===== src/sv/mffs_pkg.sv =====
// ----------------------------------------------------------------------------
// mffs_pkg: shared types and constants for the management frame filter
// Item layouts, configuration register indexes, verdict codes and fixed limits.
// ----------------------------------------------------------------------------
package mffs_pkg;

	localparam int IN_DATA_W   = 184;
	localparam int OUT_DATA_W  = 240;
	localparam int CFG_INDEX_W = 8;
	localparam int CFG_DATA_W  = 48;

	// configuration register indexes
	localparam logic [CFG_INDEX_W-1:0] CFG_MIN_SIGNAL     = 8'd0;
	localparam logic [CFG_INDEX_W-1:0] CFG_SUBTYPE_MASK   = 8'd1;
	localparam logic [CFG_INDEX_W-1:0] CFG_ADDR_FILTER_ON = 8'd2;
	localparam logic [CFG_INDEX_W-1:0] CFG_FILTER_ADDRESS = 8'd3;

	localparam logic signed [7:0] SIGNAL_FLOOR   = -8'sd127;
	localparam logic signed [7:0] PEAK_RESET     = -8'sd127;
	localparam logic [15:0]       MASK_ALL       = 16'hFFFF;
	localparam logic [1:0]        MGMT_KIND      = 2'd0;
	localparam logic [11:0]       MIN_FRAME_LEN  = 12'd2;
	localparam logic [11:0]       ADDR_FRAME_LEN = 12'd24;

	typedef enum logic [1:0] {
		VERDICT_ACCEPT = 2'd0,
		VERDICT_REJECT = 2'd1,
		VERDICT_IGNORE = 2'd2
	} verdict_t;

	typedef struct packed {
		logic signed [7:0] min_signal;
		logic [15:0]       subtype_enable_mask;
		logic              address_filter_on;
		logic [47:0]       filter_address;
	} cfg_t;

	typedef struct packed {
		logic [15:0]       fc_word;
		logic [47:0]       address_one;
		logic [47:0]       address_two;
		logic [47:0]       address_three;
		logic signed [7:0] signal_dbm;
		logic [3:0]        radio_channel;
		logic [11:0]       frame_length;
	} item_t;

	typedef struct packed {
		verdict_t           verdict;
		logic [31:0]        sequence_res;
		logic [1:0]         frame_kind;
		logic [3:0]         frame_subkind;
		logic [31:0]        subkind_tally;
		logic [31:0]        channel_tally;
		logic [31:0]        rejected_tally;
		logic [63:0]        byte_tally;
		logic signed [31:0] signal_sum;
		logic signed [7:0]  signal_peak;
	} result_t;

endpackage


===== src/sv/mffs_cfg.sv =====
// ----------------------------------------------------------------------------
// mffs_cfg: configuration registers
// Holds threshold, subtype mask and address filter settings.
// ----------------------------------------------------------------------------
module mffs_cfg (
	input  logic                                clk,
	input  logic                                arst_n,
	input  logic                                wr_en,
	input  logic [mffs_pkg::CFG_INDEX_W-1:0]    wr_index,
	input  logic [mffs_pkg::CFG_DATA_W-1:0]     wr_data,
	output mffs_pkg::cfg_t                      cfg
);

	mffs_pkg::cfg_t cfg_q;
	logic signed [7:0] sig_wr;

	// -128 is stored as the floor value; a zero mask means all enabled
	assign sig_wr = wr_data[7:0];

	always_ff @(posedge clk or negedge arst_n) begin
		if (!arst_n) begin
			cfg_q.min_signal          <= mffs_pkg::SIGNAL_FLOOR;
			cfg_q.subtype_enable_mask <= mffs_pkg::MASK_ALL;
			cfg_q.address_filter_on   <= 1'b0;
			cfg_q.filter_address      <= '0;
		end else if (wr_en) begin
			unique case (wr_index)
				mffs_pkg::CFG_MIN_SIGNAL: begin
					cfg_q.min_signal <= (sig_wr < mffs_pkg::SIGNAL_FLOOR) ?
						mffs_pkg::SIGNAL_FLOOR : sig_wr;
				end
				mffs_pkg::CFG_SUBTYPE_MASK: begin
					cfg_q.subtype_enable_mask <= (wr_data[15:0] == 16'd0) ?
						mffs_pkg::MASK_ALL : wr_data[15:0];
				end
				mffs_pkg::CFG_ADDR_FILTER_ON: begin
					cfg_q.address_filter_on <= wr_data[0];
				end
				mffs_pkg::CFG_FILTER_ADDRESS: begin
					cfg_q.filter_address <= wr_data[47:0];
				end
				default: begin
				end
			endcase
		end
	end

	assign cfg = cfg_q;

endmodule


===== src/sv/mffs_filter.sv =====
// ----------------------------------------------------------------------------
// mffs_filter: frame classification
// Decides accept, reject or ignore for one frame header.
// ----------------------------------------------------------------------------
module mffs_filter (
	input  mffs_pkg::item_t    item,
	input  mffs_pkg::cfg_t     cfg,
	output mffs_pkg::verdict_t verdict
);

	logic [1:0] kind;
	logic [3:0] sub;
	logic       addr_hit;

	assign kind = item.fc_word[3:2];
	assign sub  = item.fc_word[7:4];
	assign addr_hit = (item.address_one   == cfg.filter_address) ||
	                  (item.address_two   == cfg.filter_address) ||
	                  (item.address_three == cfg.filter_address);

	always_comb begin
		priority if (kind != mffs_pkg::MGMT_KIND) begin
			verdict = mffs_pkg::VERDICT_IGNORE;
		end else if ((item.signal_dbm < cfg.min_signal) ||
		             (item.frame_length < mffs_pkg::MIN_FRAME_LEN)) begin
			verdict = mffs_pkg::VERDICT_REJECT;
		end else if (!cfg.subtype_enable_mask[sub]) begin
			verdict = mffs_pkg::VERDICT_REJECT;
		end else if (cfg.address_filter_on &&
		             ((item.frame_length < mffs_pkg::ADDR_FRAME_LEN) || !addr_hit)) begin
			verdict = mffs_pkg::VERDICT_REJECT;
		end else begin
			verdict = mffs_pkg::VERDICT_ACCEPT;
		end
	end

endmodule


===== src/sv/mffs_stats.sv =====
// ----------------------------------------------------------------------------
// mffs_stats: statistics counters
// Holds all tallies, computes post-update values and commits them on update.
// ----------------------------------------------------------------------------
module mffs_stats #(
	parameter int CHANNEL_COUNT = 13
) (
	input  logic               clk,
	input  logic               arst_n,
	input  logic               upd,
	input  mffs_pkg::item_t    item,
	input  mffs_pkg::verdict_t verdict,
	output mffs_pkg::result_t  res
);

	localparam int CH_IW = (CHANNEL_COUNT > 1) ? $clog2(CHANNEL_COUNT) : 1;

	logic [31:0]        accepted_q;
	logic [31:0]        rejected_q;
	logic [31:0]        subk_q [16];
	logic [31:0]        chan_q [CHANNEL_COUNT];
	logic [63:0]        len_total_q;
	logic signed [31:0] sum_q;
	logic signed [7:0]  peak_q;

	logic               acc;
	logic               rej;
	logic [3:0]         sub;
	logic               chan_ok;
	logic [3:0]         chan_m1;
	logic [CH_IW-1:0]   chan_idx;
	logic [31:0]        acc_nx;
	logic [31:0]        rej_nx;
	logic [31:0]        subk_nx;
	logic [31:0]        chan_cur;
	logic [31:0]        chan_nx;
	logic [63:0]        len_nx;
	logic signed [31:0] sum_nx;
	logic signed [7:0]  peak_nx;

	assign acc      = (verdict == mffs_pkg::VERDICT_ACCEPT);
	assign rej      = (verdict == mffs_pkg::VERDICT_REJECT);
	assign sub      = item.fc_word[7:4];
	assign chan_ok  = (item.radio_channel >= 4'd1) &&
	                  (item.radio_channel <= 4'(CHANNEL_COUNT));
	assign chan_m1  = item.radio_channel - 4'd1;
	assign chan_idx = chan_m1[CH_IW-1:0];

	assign acc_nx   = accepted_q + {31'd0, acc};
	assign rej_nx   = rejected_q + {31'd0, rej};
	assign subk_nx  = subk_q[sub] + {31'd0, acc};
	assign chan_cur = chan_ok ? chan_q[chan_idx] : 32'd0;
	assign chan_nx  = chan_cur + {31'd0, acc && chan_ok};
	assign len_nx   = len_total_q + (acc ? {52'd0, item.frame_length} : 64'd0);
	assign sum_nx   = sum_q + (acc ? {{24{item.signal_dbm[7]}}, item.signal_dbm} : 32'sd0);
	assign peak_nx  = (acc && (item.signal_dbm > peak_q)) ? item.signal_dbm : peak_q;

	always_ff @(posedge clk or negedge arst_n) begin
		if (!arst_n) begin
			accepted_q  <= '0;
			rejected_q  <= '0;
			len_total_q <= '0;
			sum_q       <= '0;
			peak_q      <= mffs_pkg::PEAK_RESET;
			for (int i = 0; i < 16; i++) begin
				subk_q[i] <= '0;
			end
			for (int i = 0; i < CHANNEL_COUNT; i++) begin
				chan_q[i] <= '0;
			end
		end else if (upd) begin
			accepted_q  <= acc_nx;
			rejected_q  <= rej_nx;
			len_total_q <= len_nx;
			sum_q       <= sum_nx;
			peak_q      <= peak_nx;
			if (acc) begin
				subk_q[sub] <= subk_nx;
			end
			if (acc && chan_ok) begin
				chan_q[chan_idx] <= chan_nx;
			end
		end
	end

	always_comb begin
		res.verdict        = verdict;
		res.sequence_res   = acc_nx;
		res.frame_kind     = item.fc_word[3:2];
		res.frame_subkind  = sub;
		res.subkind_tally  = subk_nx;
		res.channel_tally  = chan_nx;
		res.rejected_tally = rej_nx;
		res.byte_tally     = len_nx;
		res.signal_sum     = sum_nx;
		res.signal_peak    = peak_nx;
	end

endmodule


===== src/sv/mgmt_frame_filter_stats.sv =====
// ----------------------------------------------------------------------------
// mgmt_frame_filter_stats: 802.11 management frame filter and statistics
// Classifies received frame headers and keeps per-subtype, per-channel,
// byte, signal and reject tallies; one result per frame header.
// ----------------------------------------------------------------------------
//
// Channel   Direction  Handshake           Payload
// s_*       in         s_tvalid/s_tready   frame header (184 bits)
// m_*       out        m_tvalid/m_tready   verdict and tallies (240 bits)
// cfg_*     in         cfg_valid/cfg_ready register index and write data
//
// Throughput is one frame header per cycle while the output is not stalled;
// a header passes the input register and then the output register before
// m_tvalid rises. The input register feeds filter and counter update logic,
// which commit at the same edge that loads the output register, so the next
// frame always sees updated counts.
// Reset clears all counters (peak to -127) and loads register defaults.
// A stalled output holds its result while the input register still takes
// one more header; cfg_ready is always high.
//
module mgmt_frame_filter_stats #(
	parameter int CHANNEL_COUNT = 13
) (
	input  logic                              clk,
	input  logic                              arst_n,
	// fc_word, address_one, address_two, address_three, signal_dbm,
	// radio_channel, frame_length
	input  logic                              s_tvalid,
	output logic                              s_tready,
	input  logic [mffs_pkg::IN_DATA_W-1:0]    s_tdata,
	// verdict, sequence_res, frame_kind, frame_subkind, subkind_tally,
	// channel_tally, rejected_tally, byte_tally, signal_sum, signal_peak
	output logic                              m_tvalid,
	input  logic                              m_tready,
	output logic [mffs_pkg::OUT_DATA_W-1:0]   m_tdata,
	input  logic                              cfg_valid,
	output logic                              cfg_ready,
	input  logic [mffs_pkg::CFG_INDEX_W-1:0]  cfg_index,
	input  logic [mffs_pkg::CFG_DATA_W-1:0]   cfg_data
);

	mffs_pkg::item_t    item_in;
	mffs_pkg::item_t    item_s1;
	logic               vld_s1;
	mffs_pkg::result_t  res_s2;
	logic               vld_s2;
	mffs_pkg::cfg_t     cfg;
	mffs_pkg::verdict_t verdict;
	mffs_pkg::result_t  res_nx;
	logic               s_fire;
	logic               adv;
	logic               upd;

	// unpack the input transaction, first field lowest
	always_comb begin
		item_in.fc_word       = s_tdata[15:0];
		item_in.address_one   = s_tdata[63:16];
		item_in.address_two   = s_tdata[111:64];
		item_in.address_three = s_tdata[159:112];
		item_in.signal_dbm    = s_tdata[167:160];
		item_in.radio_channel = s_tdata[171:168];
		item_in.frame_length  = s_tdata[183:172];
	end

	// output slot frees when empty or being taken this cycle
	assign adv      = !vld_s2 || m_tready;
	assign upd      = vld_s1 && adv;
	assign s_tready = !vld_s1 || adv;
	assign s_fire   = s_tvalid && s_tready;

	always_ff @(posedge clk or negedge arst_n) begin
		if (!arst_n) begin
			vld_s1 <= 1'b0;
		end else begin
			vld_s1 <= s_fire || (vld_s1 && !adv);
		end
	end

	always_ff @(posedge clk) begin
		if (s_fire) begin
			item_s1 <= item_in;
		end
	end

	assign cfg_ready = 1'b1;

	mffs_cfg u_cfg (
		.clk      (clk),
		.arst_n   (arst_n),
		.wr_en    (cfg_valid),
		.wr_index (cfg_index),
		.wr_data  (cfg_data),
		.cfg      (cfg)
	);

	mffs_filter u_filter (
		.item    (item_s1),
		.cfg     (cfg),
		.verdict (verdict)
	);

	// counters commit together with the output register load
	mffs_stats #(
		.CHANNEL_COUNT (CHANNEL_COUNT)
	) u_stats (
		.clk     (clk),
		.arst_n  (arst_n),
		.upd     (upd),
		.item    (item_s1),
		.verdict (verdict),
		.res     (res_nx)
	);

	always_ff @(posedge clk or negedge arst_n) begin
		if (!arst_n) begin
			vld_s2 <= 1'b0;
		end else begin
			vld_s2 <= upd || (vld_s2 && !m_tready);
		end
	end

	always_ff @(posedge clk) begin
		if (upd) begin
			res_s2 <= res_nx;
		end
	end

	assign m_tvalid = vld_s2;
	assign m_tdata  = {res_s2.signal_peak, res_s2.signal_sum, res_s2.byte_tally,
	                   res_s2.rejected_tally, res_s2.channel_tally, res_s2.subkind_tally,
	                   res_s2.frame_subkind, res_s2.frame_kind, res_s2.sequence_res,
	                   res_s2.verdict};

	// input stalls only while both stages hold data and the output is blocked
	a_stall_cause: assert property (@(posedge clk) disable iff (!arst_n)
		!s_tready |-> (vld_s1 && vld_s2 && !m_tready))
		else $error("input stalled with a free stage");

	// a header that advances always shows up as a result next cycle
	a_advance: assert property (@(posedge clk) disable iff (!arst_n)
		upd |=> m_tvalid)
		else $error("advanced header produced no result");

	// ignore verdict exactly for non-management frame types
	a_ignore_kind: assert property (@(posedge clk) disable iff (!arst_n)
		m_tvalid |-> ((res_s2.verdict == mffs_pkg::VERDICT_IGNORE) ==
		              (res_s2.frame_kind != mffs_pkg::MGMT_KIND)))
		else $error("verdict does not match frame type");

	// an accepted frame advances the accepted count (checked while the output is taken)
	a_accept_count: assert property (@(posedge clk) disable iff (!arst_n)
		(upd && (verdict == mffs_pkg::VERDICT_ACCEPT) && vld_s2 && m_tready) |=>
		(res_s2.sequence_res == $past(res_s2.sequence_res) + 32'd1))
		else $error("accepted count did not advance");

endmodule


===== config.mk =====
export PLATFORM = sky130hd
export DESIGN_NAME = mgmt_frame_filter_stats
export DESIGN_NICKNAME = d
export VERILOG_FILES = /design/src/sv/mffs_pkg.sv /design/src/sv/mffs_cfg.sv /design/src/sv/mffs_filter.sv /design/src/sv/mffs_stats.sv /design/src/sv/mgmt_frame_filter_stats.sv
export SDC_FILE = /design/constraint.sdc
export NUM_CORES = 2
export LEC_CHECK = 0
export ABC_AREA = 1
export BUFFER_PORTS_ARGS = -buffer_cell sky130_fd_sc_hd__buf_2
export CAP_MARGIN = 25
export CORE_MARGIN = 3
export CORE_UTILIZATION = 55
export DETAILED_ROUTE_END_ITERATION = 8
export GPL_TIMING_DRIVEN = 0
export MAX_ROUTING_LAYER = met4
export PLACE_DENSITY = 0.76
export SLEW_MARGIN = 25
export SYNTH_ARGS = -nofsm -noshare
export SYNTH_HDL_FRONTEND = slang
export SYNTH_HIERARCHICAL = 1
export SYNTH_SLANG_ARGS = --single-unit
export TNS_END_PERCENT = 50

===== constraint.sdc =====
create_clock -name clk -period 15.55 [get_ports clk]
set_input_delay 3.11 -clock clk [delete_from_list [all_inputs] [get_ports clk]]
set_output_delay 3.11 -clock clk [all_outputs]
set_load 0.05 [all_outputs]

==> flow_summary.yaml <==
setup_path:
  r2r_setup_slack_ps: 8380
  crit_path_max_fanout: 10
  crit_path_end_kind: "flip-flop"
  path_common_cell: "nand2_1"
  cp_slowest_cell: "nor3_1"
  startpoint_type: "flip-flop"
  crit_arrival_ps: 7920
  required_ps: 16300
  worst-setup-path-type: "reg -> reg"
  max_stage_delay_ps: 690
synthesis:
  synth_nets: 9443
  syn_inst: 9148
  syn_area_per_cell_um2: 8.263
  synth_area_um2: 75590
  ys_warn_count: 6
clocking:
  cts-root-buf: "clkbuf_16"
  clock_sinks: 1585
  worstSkewPairLatency_ps: 810
  postCtsHoldBufs: 0
  cts_tree: "yes"
  cts_resized: 0
  cts_buffers: 168
  clk_pin_slew_ps: 60
  ctsLongestPathBuffers: 3
  cts_setup_buffers: 0
  htree_levels: 4
sta:
  tightestPinTransition_ps: 1232
  fmax_mhz: 139.4
  rsz0062_at_grt: "no"
  finalSetupTns_ps: 0
  setup_viol: 0
  hold_viol_final: 0
  clock_skew_ps: 35.71
  finalCritPeriodShare_pct: 46.12
  drv_slew: 0
  finalCriticalPeriod_ps: 7172
  max_slew_margin_pct: 17.88
routing:
  drc: 0
  drtIter0Drc: 8289
  antenna_left: 0
  drt_wl_total_um: 258900
  vias: 67610
  wire_per_inst_um: 21.99
  firstDrtPassIters: 6
  avgViaCountPerCell: 5.743
placement:
  gp_congestion: 1.001
  dpl.hpwl_um: 189500
  numPortBuffers: 476
global_routing:
  grt_first_pass_wirelength_um: 386900
  grt.total_usage_pct: 37.12
  grt_max_degree: 134
  grt_pass1_vias: 64020
  grt-ovfl-total: 0
  antenna_found_initial: 24
floorplan:
  die-area_um2: 141900
  ios: 488
  initial_utilization_pct: 55.59
  die_x_um: 376.7
  core-area_um2: 136000
  chipHeight_um: 376.7
  rows: 135
power:
  leakage_nw: 41.67
  vdd_drop_max_mv: 0.1046
  power.density_nw_per_um2: 125.6
  power.total_w: 0.01088
status:
  outcome: "complete, no violations"
worst_hold_path:
  hp-class: "reg -> reg"
cells_and_area:
  drive_above_1_share_pct: 10.72
  syn2layout_area_growth_pct: 14.62
  nets: 10120
  fillers: 11540
job:
  drv_cap: 0
[cell type report]
type / instances / area (µm²) / area share [%]
buffer: 484 / 2360 / 2.723
timing repair buffer: 502 / 3100 / 3.578
multi-input combinational: 6542 / 29470 / 34.01
clock buffer: 246 / 4908 / 5.665
clock inverter: 69 / 724.4 / 0.8361
sequential: 1585 / 41760 / 48.20
tap: 1781 / 2228 / 2.572
inverter: 537 / 2031 / 2.344
antenna: 26 / 65.06 / 0.07509
[worst max-delay path, delay by kind of cell (launching register included)]
| family | cells | cell delay, ps |
|---|---|---|
| DFF | 1 | 430 |
| and+or+nand+nor | 17 | 4150 |
| buffers and inverters | 2 | 630 |
| xor gates and xnor gates | 1 | 260 |
| adders and majority gates | 1 | 380 |
| AOI/OAI and AO/OA | 4 | 1260 |
[report_power, final]
group,internal [W],leakage (nW),switching [W]
Combinational,0.000500,19.3,0.00135
Clock,0.00240,2.76,0.00169
Sequential,0.00470,19.6,0.000240
Total,0.00760,41.7,0.00328
[flip-flops by register name, summed over array words and instances, names as in the netlist]
| register | cells |
|---|---|
| u_stats/accepted_q | 32 |
| u_stats/peak_q | 8 |
| vld_s1 | 1 |
| item_s1 | 174 |
| u_cfg/cfg | 73 |
| u_stats/len_total_q | 64 |
| u_stats/sum_q | 32 |
| m_tvalid | 1 |
| m_tdata | 240 |
| u_stats/subk_q | 512 |
| u_stats/rejected_q | 32 |
| u_stats/chan_q | 416 |
[metrics by stage]
stage / setup WS [ps] / area, µm² / hold WS (ps) / utilization, % / std cells
after detailed placement: 8436 / 80940 / 459.2 / 59.53 / 11430
after floorplan: 3291 / 75600 / 443.8 / - / 9148
after global routing: 8123 / 86640 / 487.6 / 63.71 / 11770
final: 8378 / 86650 / 467.2 / 63.72 / 11770
after CTS: 8578 / 86570 / 469.3 / 63.67 / 11750
after global placement: -15030 / 80210 / 457.0 / 58.99 / 11410
[routing by layer]
metal | track usage (%) | part of all wire [%] | up-vias
met2 | 56.23 | 45 | 3842
met1 | 48.46 | 39 | 32420
met3 | 6.938 | 10 | 691
met5 | - | 0 | -
li1 | - | - | 30650
met4 | 17.93 | 5.4 | 0
[path summary, 6_finish.rpt]
kind                                            from                                  end  cells after the start
setup reg to reg                item_s1[5]$_DFFE_PP_  u_stats/len_total_q[54]$_DFFE_PN0P_                     25
max in group asynchronous                     arst_n      u_stats/chan_q[319]$_DFFE_PN0P_                      5
setup / recovery                item_s1[5]$_DFFE_PP_  u_stats/len_total_q[54]$_DFFE_PN0P_                     25
hold reg to reg            u_cfg/cfg[63]$_DFFE_PN1P_            u_cfg/cfg[63]$_DFFE_PN1P_                      2
min in group asynchronous                     arst_n  u_stats/len_total_q[10]$_DFFE_PN0P_                      1
hold / removal             u_cfg/cfg[63]$_DFFE_PN1P_            u_cfg/cfg[63]$_DFFE_PN1P_                      2
[layout by cell type, fill, tap and decap left out, types with 12 or more instances in the layout]
| cell type | count |
|---|---|
| a21oi_1 | 55 |
| a22oi_1 | 17 |
| a41oi_1 | 13 |
| and2_1 | 40 |
| buf_1 | 20 |
| buf_16 | 25 |
| buf_2 | 586 |
| buf_4 | 39 |
| buf_6 | 30 |
| bufinv_16 | 12 |
| clkbuf_1 | 325 |
| clkbuf_16 | 177 |
| clkbuf_8 | 22 |
| clkinv_1 | 20 |
| clkinv_2 | 24 |
| dfrtp_1 | 1151 |
| dfstp_2 | 20 |
| diode_2 | 26 |
| edfxtp_1 | 414 |
| ha_1 | 48 |
| inv_1 | 514 |
| inv_2 | 13 |
| nand2_1 | 3951 |
| nand2_2 | 26 |
| nand3_1 | 721 |
| nand3b_1 | 14 |
| nand4_1 | 130 |
| nor2_1 | 439 |
| nor2_2 | 13 |
| nor3_1 | 48 |
| nor4_1 | 24 |
| o21ai_0 | 627 |
| o21ai_2 | 23 |
| o22ai_1 | 12 |
| xnor2_1 | 124 |
| xor2_1 | 145 |
Note: power is estimated with default switching activity, not from simulation.
